## src/rtl/urs_pkg.sv

```systemverilog
// Shared types and constants for the ultrasonic range sequencer.
`default_nettype none
package urs_pkg;

  localparam int CFG_IDX_W  = 8;
  localparam int CFG_DATA_W = 24;

  localparam logic [CFG_IDX_W-1:0] CFG_PERIOD  = 8'd0;
  localparam logic [CFG_IDX_W-1:0] CFG_PULSE   = 8'd1;
  localparam logic [CFG_IDX_W-1:0] CFG_TIMEOUT = 8'd2;
  localparam logic [CFG_IDX_W-1:0] CFG_SCALE   = 8'd3;

  localparam logic [23:0] PERIOD_RESET  = 24'd500000;
  localparam logic [15:0] PULSE_RESET   = 16'd1000;
  localparam logic [23:0] TIMEOUT_RESET = 24'd2000000;
  localparam logic [15:0] SCALE_RESET   = 16'd1114;

  localparam logic [23:0] ECHO_MAX = 24'hFFFFFF;
  localparam logic [31:0] DIST_MAX = 32'hFFFFFFFF;

  localparam logic [1:0] PH_IDLE  = 2'd0;
  localparam logic [1:0] PH_PULSE = 2'd1;
  localparam logic [1:0] PH_WAIT  = 2'd2;

  typedef struct packed {
    logic [23:0] period_ticks;
    logic [15:0] pulse_ticks;
    logic [23:0] timeout_ticks;
    logic [15:0] scale;
  } cfg_t;

  typedef struct packed {
    logic        trig_level;
    logic        measure_done;
    logic        sensor_fault;
    logic [23:0] echo_ticks;
    logic [31:0] distance_q8;
  } res_t;

endpackage
`default_nettype wire

```

## src/rtl/urs_cfg_regs.sv

```systemverilog
// Configuration register file for the ultrasonic range sequencer.
`default_nettype none
module urs_cfg_regs (
  input  wire logic                             clk,
  input  wire logic                             rst,
  input  wire logic                             cfg_valid,
  output logic                                  cfg_ready,
  input  wire logic [urs_pkg::CFG_IDX_W-1:0]    cfg_index,
  input  wire logic [urs_pkg::CFG_DATA_W-1:0]   cfg_data,
  output urs_pkg::cfg_t                         cfg
);
  import urs_pkg::*;

  assign cfg_ready = 1'b1;

  always_ff @(posedge clk) begin
    if (rst) begin
      cfg.period_ticks  <= PERIOD_RESET;
      cfg.pulse_ticks   <= PULSE_RESET;
      cfg.timeout_ticks <= TIMEOUT_RESET;
      cfg.scale         <= SCALE_RESET;
    end else if (cfg_valid && cfg_ready) begin
      unique case (cfg_index)
        CFG_PERIOD:  cfg.period_ticks  <= cfg_data[23:0];
        CFG_PULSE:   cfg.pulse_ticks   <= cfg_data[15:0];
        CFG_TIMEOUT: cfg.timeout_ticks <= cfg_data[23:0];
        CFG_SCALE:   cfg.scale         <= cfg_data[15:0];
        default: ;
      endcase
    end
  end

endmodule
`default_nettype wire

```

## src/rtl/urs_core.sv

```systemverilog
// Sequencer state, phase control and distance calculation for one tick.
`default_nettype none
module urs_core #(
  parameter int COUNT_WIDTH = 24
) (
  input  wire logic          clk,
  input  wire logic          rst,
  input  wire logic          step,
  input  wire logic          echo_level,
  input  wire urs_pkg::cfg_t cfg,
  output urs_pkg::res_t      res
);
  import urs_pkg::*;

  localparam int CW = COUNT_WIDTH;
  localparam logic [CW-1:0] CNT_MAX = {CW{1'b1}};

  function automatic logic [CW-1:0] sat_inc(input logic [CW-1:0] v);
    return (v == CNT_MAX) ? v : v + 1'b1;
  endfunction

  logic [1:0]    phase, phase_next;
  logic [CW-1:0] period_count, period_count_next;
  logic [CW-1:0] phase_count, phase_count_next;
  logic [CW-1:0] echo_count, echo_count_next;
  logic          echo_counting, echo_counting_next;
  logic          echo_prev;
  logic          fault_flag, fault_flag_next;
  logic [23:0]   last_echo, last_echo_next;
  logic [31:0]   last_distance, last_distance_next;

  logic          rise, fall, done;
  logic [CW-1:0] pc_inc, ec_inc, per_inc;
  logic [CW+15:0] prod;
  logic [63:0]   dist_wide, echo_wide;

  assign rise    = echo_level && !echo_prev;
  assign fall    = !echo_level && echo_prev;
  assign pc_inc  = sat_inc(phase_count);
  assign ec_inc  = sat_inc(echo_count);
  assign per_inc = sat_inc(period_count);
  assign prod      = ec_inc * cfg.scale;
  assign dist_wide = 64'(prod[CW+15:8]);
  assign echo_wide = 64'(ec_inc);

  always_comb begin
    phase_next         = phase;
    phase_count_next   = phase_count;
    echo_count_next    = echo_count;
    echo_counting_next = echo_counting;
    fault_flag_next    = fault_flag;
    last_echo_next     = last_echo;
    last_distance_next = last_distance;
    period_count_next  = per_inc;
    done               = 1'b0;

    unique case (phase)
      PH_PULSE: begin
        phase_count_next = pc_inc;
        if (32'(pc_inc) >= 32'(cfg.pulse_ticks)) begin
          phase_next         = PH_WAIT;
          phase_count_next   = '0;
          echo_count_next    = '0;
          echo_counting_next = 1'b0;
        end
      end
      PH_WAIT: begin
        phase_count_next = pc_inc;
        if (rise) begin
          echo_count_next    = '0;
          echo_counting_next = 1'b1;
        end else if (echo_counting) begin
          echo_count_next = ec_inc;
        end
        if (fall && echo_counting) begin
          last_echo_next     = (echo_wide > 64'(ECHO_MAX)) ? ECHO_MAX : echo_wide[23:0];
          last_distance_next = (dist_wide > 64'(DIST_MAX)) ? DIST_MAX : dist_wide[31:0];
          fault_flag_next    = 1'b0;
          echo_counting_next = 1'b0;
          phase_next         = PH_IDLE;
          phase_count_next   = '0;
          done               = 1'b1;
        end else if (32'(pc_inc) >= 32'(cfg.timeout_ticks)) begin
          fault_flag_next    = 1'b1;
          echo_counting_next = 1'b0;
          phase_next         = PH_IDLE;
          phase_count_next   = '0;
        end
      end
      default: phase_next = PH_IDLE;
    endcase

    if (32'(per_inc) >= 32'(cfg.period_ticks)) begin
      period_count_next = '0;
      if (phase_next == PH_IDLE) begin
        phase_next       = PH_PULSE;
        phase_count_next = '0;
      end
    end
  end

  always_ff @(posedge clk) begin
    if (rst) begin
      phase         <= PH_IDLE;
      period_count  <= '0;
      phase_count   <= '0;
      echo_count    <= '0;
      echo_counting <= 1'b0;
      echo_prev     <= 1'b0;
      fault_flag    <= 1'b0;
      last_echo     <= '0;
      last_distance <= '0;
    end else if (step) begin
      phase         <= phase_next;
      period_count  <= period_count_next;
      phase_count   <= phase_count_next;
      echo_count    <= echo_count_next;
      echo_counting <= echo_counting_next;
      echo_prev     <= echo_level;
      fault_flag    <= fault_flag_next;
      last_echo     <= last_echo_next;
      last_distance <= last_distance_next;
    end
  end

  always_comb begin
    res.trig_level   = (phase_next == PH_PULSE);
    res.measure_done = done;
    res.sensor_fault = fault_flag_next;
    res.echo_ticks   = last_echo_next;
    res.distance_q8  = last_distance_next;
  end

endmodule
`default_nettype wire

```

## src/rtl/ultrasonic_range_sequencer.sv

```systemverilog
// Ultrasonic range sequencer top level: input register, core, result register.
// Throughput: one request per cycle while out_stall does not hold the result register;
// the tick is registered, then one pass of counter update and the COUNT_WIDTH x 16
// distance multiply feeds the result register.
// Reset: rst is synchronous active high; it empties both stages, clears all
// counters and flags and restores the configuration registers to their defaults.
`default_nettype none
module ultrasonic_range_sequencer #(
  parameter int COUNT_WIDTH = 24
) (
  input  wire logic                            clk,
  input  wire logic                            rst,
  input  wire logic                            in_valid,
  output logic                                 in_stall,
  input  wire logic                            echo_level,
  output logic                                 out_valid,
  input  wire logic                            out_stall,
  output logic                                 trig_level,
  output logic                                 measure_done,
  output logic                                 sensor_fault,
  output logic [23:0]                          echo_ticks,
  output logic [31:0]                          distance_q8,
  input  wire logic                            cfg_valid,
  output logic                                 cfg_ready,
  input  wire logic [urs_pkg::CFG_IDX_W-1:0]   cfg_index,
  input  wire logic [urs_pkg::CFG_DATA_W-1:0]  cfg_data
);
  import urs_pkg::*;

  cfg_t cfg;
  res_t core_res;
  res_t out_res;

  logic s1_valid;
  logic s1_echo;
  logic out_free;
  logic in_take;
  logic s1_take;

  assign out_free = !out_valid || !out_stall;
  assign in_stall = s1_valid && !out_free;
  assign in_take  = in_valid && !in_stall;
  assign s1_take  = s1_valid && out_free;

  urs_cfg_regs u_cfg (
    .clk       (clk),
    .rst       (rst),
    .cfg_valid (cfg_valid),
    .cfg_ready (cfg_ready),
    .cfg_index (cfg_index),
    .cfg_data  (cfg_data),
    .cfg       (cfg)
  );

  urs_core #(
    .COUNT_WIDTH (COUNT_WIDTH)
  ) u_core (
    .clk        (clk),
    .rst        (rst),
    .step       (s1_take),
    .echo_level (s1_echo),
    .cfg        (cfg),
    .res        (core_res)
  );

  always_ff @(posedge clk) begin
    if (rst) begin
      s1_valid <= 1'b0;
    end else if (in_take) begin
      s1_valid <= 1'b1;
    end else if (s1_take) begin
      s1_valid <= 1'b0;
    end
  end

  always_ff @(posedge clk) begin
    if (in_take) begin
      s1_echo <= echo_level;
    end
  end

  always_ff @(posedge clk) begin
    if (rst) begin
      out_valid <= 1'b0;
    end else if (s1_take) begin
      out_valid <= 1'b1;
    end else if (!out_stall) begin
      out_valid <= 1'b0;
    end
  end

  always_ff @(posedge clk) begin
    if (s1_take) begin
      out_res <= core_res;
    end
  end

  assign trig_level   = out_res.trig_level;
  assign measure_done = out_res.measure_done;
  assign sensor_fault = out_res.sensor_fault;
  assign echo_ticks   = out_res.echo_ticks;
  assign distance_q8  = out_res.distance_q8;

  a_stall_needs_held: assert property (@(posedge clk) disable iff (rst)
    in_stall |-> (s1_valid && out_valid && out_stall))
    else $error("input stalled without a blocked request in flight");

  a_held_request_stays: assert property (@(posedge clk) disable iff (rst)
    (s1_valid && !out_free) |=> s1_valid)
    else $error("pending request lost while result register blocked");

  a_take_fills_out: assert property (@(posedge clk) disable iff (rst)
    s1_take |=> out_valid)
    else $error("consumed request produced no result");

  a_done_clears_fault: assert property (@(posedge clk) disable iff (rst)
    (out_valid && measure_done) |-> !sensor_fault)
    else $error("completed measurement shows fault");

endmodule
`default_nettype wire
```

## config.mk

```make
export PLATFORM = sky130hd
export DESIGN_NAME = ultrasonic_range_sequencer
export DESIGN_NICKNAME = d
export VERILOG_FILES = /design/src/rtl/urs_pkg.sv /design/src/rtl/urs_cfg_regs.sv /design/src/rtl/urs_core.sv /design/src/rtl/ultrasonic_range_sequencer.sv
export SDC_FILE = /design/constraint.sdc
export NUM_CORES = 2
export LEC_CHECK = 0
export BUFFER_PORTS_ARGS = -buffer_cell sky130_fd_sc_hd__buf_2
export CAP_MARGIN = 25
export CELL_PAD_IN_SITES_DETAIL_PLACEMENT = 0
export CELL_PAD_IN_SITES_GLOBAL_PLACEMENT = 1
export CORE_MARGIN = 2
export CORE_UTILIZATION = 50
export CTS_BUF_LIST = sky130_fd_sc_hd__clkbuf_8
export CTS_CLUSTER_DIAMETER = 40
export DETAILED_ROUTE_END_ITERATION = 10
export GPL_ROUTABILITY_DRIVEN = 0
export PLACE_DENSITY = 0.81
export SYNTH_ARGS = -nofsm -noshare
export SYNTH_HDL_FRONTEND = slang
export SYNTH_SLANG_ARGS = --single-unit
```

## constraint.sdc

```tcl
create_clock -name clk -period 9 [get_ports clk]
set_input_delay 0.9 -clock clk [delete_from_list [all_inputs] [get_ports clk]]
set_output_delay 0.9 -clock clk [all_outputs]
set_load 0.1 [all_outputs]
```

==> results.toml <==
[run_status]
outcome = "complete, no violations"

[finish]
syn2layout_area_growth_pct = 9.551
stdcell_count = 3784
nNetsFinal = 3578
post-route-util = 0.5522
drive_gt1_frac = 0.08991
n_fill_cell = 4709

[drt]
routed_wirelength_um = 71180
drt_iter0_drc = 1528
via_per_inst = 5.501
ant_nets = 0
wl_per_cell_um = 18.81
vias = 20810
first_pass_iters = 7
drc = 0

[clocking]
holdBufCountCts = 0
cts_made_buffers = 56
cts_max_path_buffers = 3
clkSinkCount = 275
postCtsSetupRepairBufs = 0
htreeDepth = 2
clk_latency_ps = 670
cts.clk_slew.worst_paths_ps = 60
cts-root-buf = "clkbuf_8"
cts_resized = 0
cts_tree = "built"

[place]
post-dp-hpwl_um = 54110
placedCellCount = 3677
pre_cts_ws_ps = 435.9
numPortBuffers = 98

[grt]
antenna_found_initial = 2
grt_pass1_wl_um = 113700
grt_max_degree = 74
grt_use_total = 0.2728
grt_pass1_vias = 20810
grt-ovfl-total = 0

[floorplanning]
core_mm2 = 0.05120
dieArea_mm2 = 0.05345
die_h_um = 231.2
die_w_um = 231.2
initial_core_util = 0.5041
row_count = 83
io_pins = 100

[synth]
synthTopCellsByCount = "nand2_1, inv_1, fa_1"
synth_top_area_frac = 0.2366
ys_types = 76
async_reset_ff_frac = 0
synth_edf_count = 60
synthCells = 3005
synth_ff_type = "dfxtp_1"
synth_area_per_cell_um2 = 8.589
synth_seq_cells = 275
synth.net_count = 3526
synth_area_leaders = "fa_1, dfxtp_1, ha_1"
yosysMostFrequentCell = "nand2_1"
yosysTopAreaCell = "fa_1"
yosys_warnings = 0
netlist_area_mm2 = 0.02581
ys_seq_area_frac = 0.2366

[worst_setup_path]
cp_data_arrival_time_ps = 9030
crit_fanout = 17
crit_type = "reg -> reg"
end_kind = "register"
cp-start-kind = "register"
worstPathRequired_ps = 9380

[worst_hold_path]
hold_class = "in -> reg"

[power]
switching_share = 0.2696
p_clk_frac = 0.493
vdd_drop_max_mv = 0.09833
powerDensity_mw_per_mm2 = 102.8
p_leak_uw = 0.01329
seq_power_share = 0.442
p_int_uw = 2123
comb_power_share = 0.065
switchingPower_uw = 783.6

[sta]
timing.final.crit_share = 0.9611
finClkSkew_ps = 27.26
hold_ws_ps = 413.7
hold_violations = 0
slew_headroom = 0.2787
worst_pin_slew_ps = 1080
tns_ps = 0
min_period_ps = 8650
drv_slew = 0
finalWorstSetupSlack_ps = 349.9
finalSetupViolCount = 0
fmax_mhz = 115.6
rsz0062_at_grt = "false"

[run]
maxCapViolCount = 0
[worst paths after layout]
kind / start / end / slack (ps) / cells after the start
hold reg to reg: u_core.last_echo[19]$_SDFFE_PP0P_ / u_core.last_echo[19]$_SDFFE_PP0P_ / 450 / 2
setup reg to reg: u_core.echo_count[0]$_SDFFE_PP0P_ / distance_q8[25]$_DFFE_PP_ / 350 / 27
hold / removal: echo_level / s1_echo$_DFFE_PP_ / 410 / 1
setup / recovery: u_core.echo_count[0]$_SDFFE_PP0P_ / distance_q8[25]$_DFFE_PP_ / 350 / 27
[stage by stage]
step | instance area (um^2) | power [uW]
final | 28270 | 2907
after global routing | 28270 | 3002
after CTS | 28210 | 2943
after detailed placement | 26970 | 1500
after global placement | 26910 | 1498
after floorplan | 25810 | 1450
[flip-flops by register name, summed over array words and instances, names as in the netlist, 2 cells and up]
name                  cells
u_cfg.cfg                80
u_core.last_echo         24
u_core.period_count      24
u_core.echo_count        24
distance_q8              32
u_core.phase_count       24
echo_ticks               24
u_core.last_distance     32
u_core.phase              2
[critical path, cell delays in order (launching register included)]
cell,delay [ps]
dfxtp_1,470
ha_1,310
nand4_1,180
or2_1,330
or3_1,550
buf_4,280
nand2_1,400
buf_4,240
nand2_1,80
fa_1,500
fa_1,430
fa_1,510
inv_1,50
fa_1,460
fa_1,560
inv_1,60
fa_1,520
inv_1,40
ha_1,350
and3_1,190
a211o_1,350
o31ai_1,430
a211o_1,240
and3_1,250
o21bai_1,110
a21oi_1,180
xor2_1,190
o21ai_0,90
[cells by family (layout without fill, tap and decap cells)]
family / count (synthesis) / count (layout) / share of synthesized area
compound gates: 415 / 415 / 0.1041
xor+xnor: 97 / 97 / 0.03292
fa+ha+maj: 483 / 483 / 0.3229
buf+inv: 591 / 689 / 0.08731
flops: 275 / 275 / 0.2366
mux: 40 / 40 / 0.01571
other cells: 1 / 2 / 0.0001453
simple gates: 1103 / 1103 / 0.2004
[power groups by stage]
stage	Clock (uW)	Combinational (uW)	Sequential, uW
6_report	1430	190	1280
5_1_grt	1520	197	1280
4_1_cts	1470	191	1280
3_5_place_dp	0	190	1310
3_3_place_gp	0	189	1310
2_1_floorplan	0	40.8	1410
[final cells by class]
class | instances | area (um^2) | area share
multi-input cells | 2139 | 17480 | 0.6182
flip-flops and latches | 275 | 6106 | 0.2160
inverters | 428 | 1609 | 0.05691
repair buffers | 157 | 994.7 | 0.03518
clock buffers | 63 | 867.1 | 0.03067
well taps | 680 | 850.8 | 0.03009
clock inverters | 41 | 364.1 | 0.01288
diodes | 1 | 2.502 | 0.00008851
[cells in the final DEF (no fill, tap or decap), types with 60 or more instances in the layout]
cell / n
edfxtp_1: 60
fa_1: 305
inv_1: 441
o21ai_0: 70
dfxtp_1: 215
a21oi_1: 143
buf_2: 97
nor2_1: 138
and2_1: 183
ha_1: 178
clkbuf_8: 63
nand2_1: 543
[metal layers]
layer,wire (um),up-vias,part of all wire,global-route usage
met4,2720,0,0.038,0.1097
met2,31290,695,0.44,0.4137
met1,31880,10270,0.45,0.3826
li1,-,9719,-,-
met5,0,-,0,0
met3,5292,134,0.074,0.05500
(Power assumes the default switching activity.)
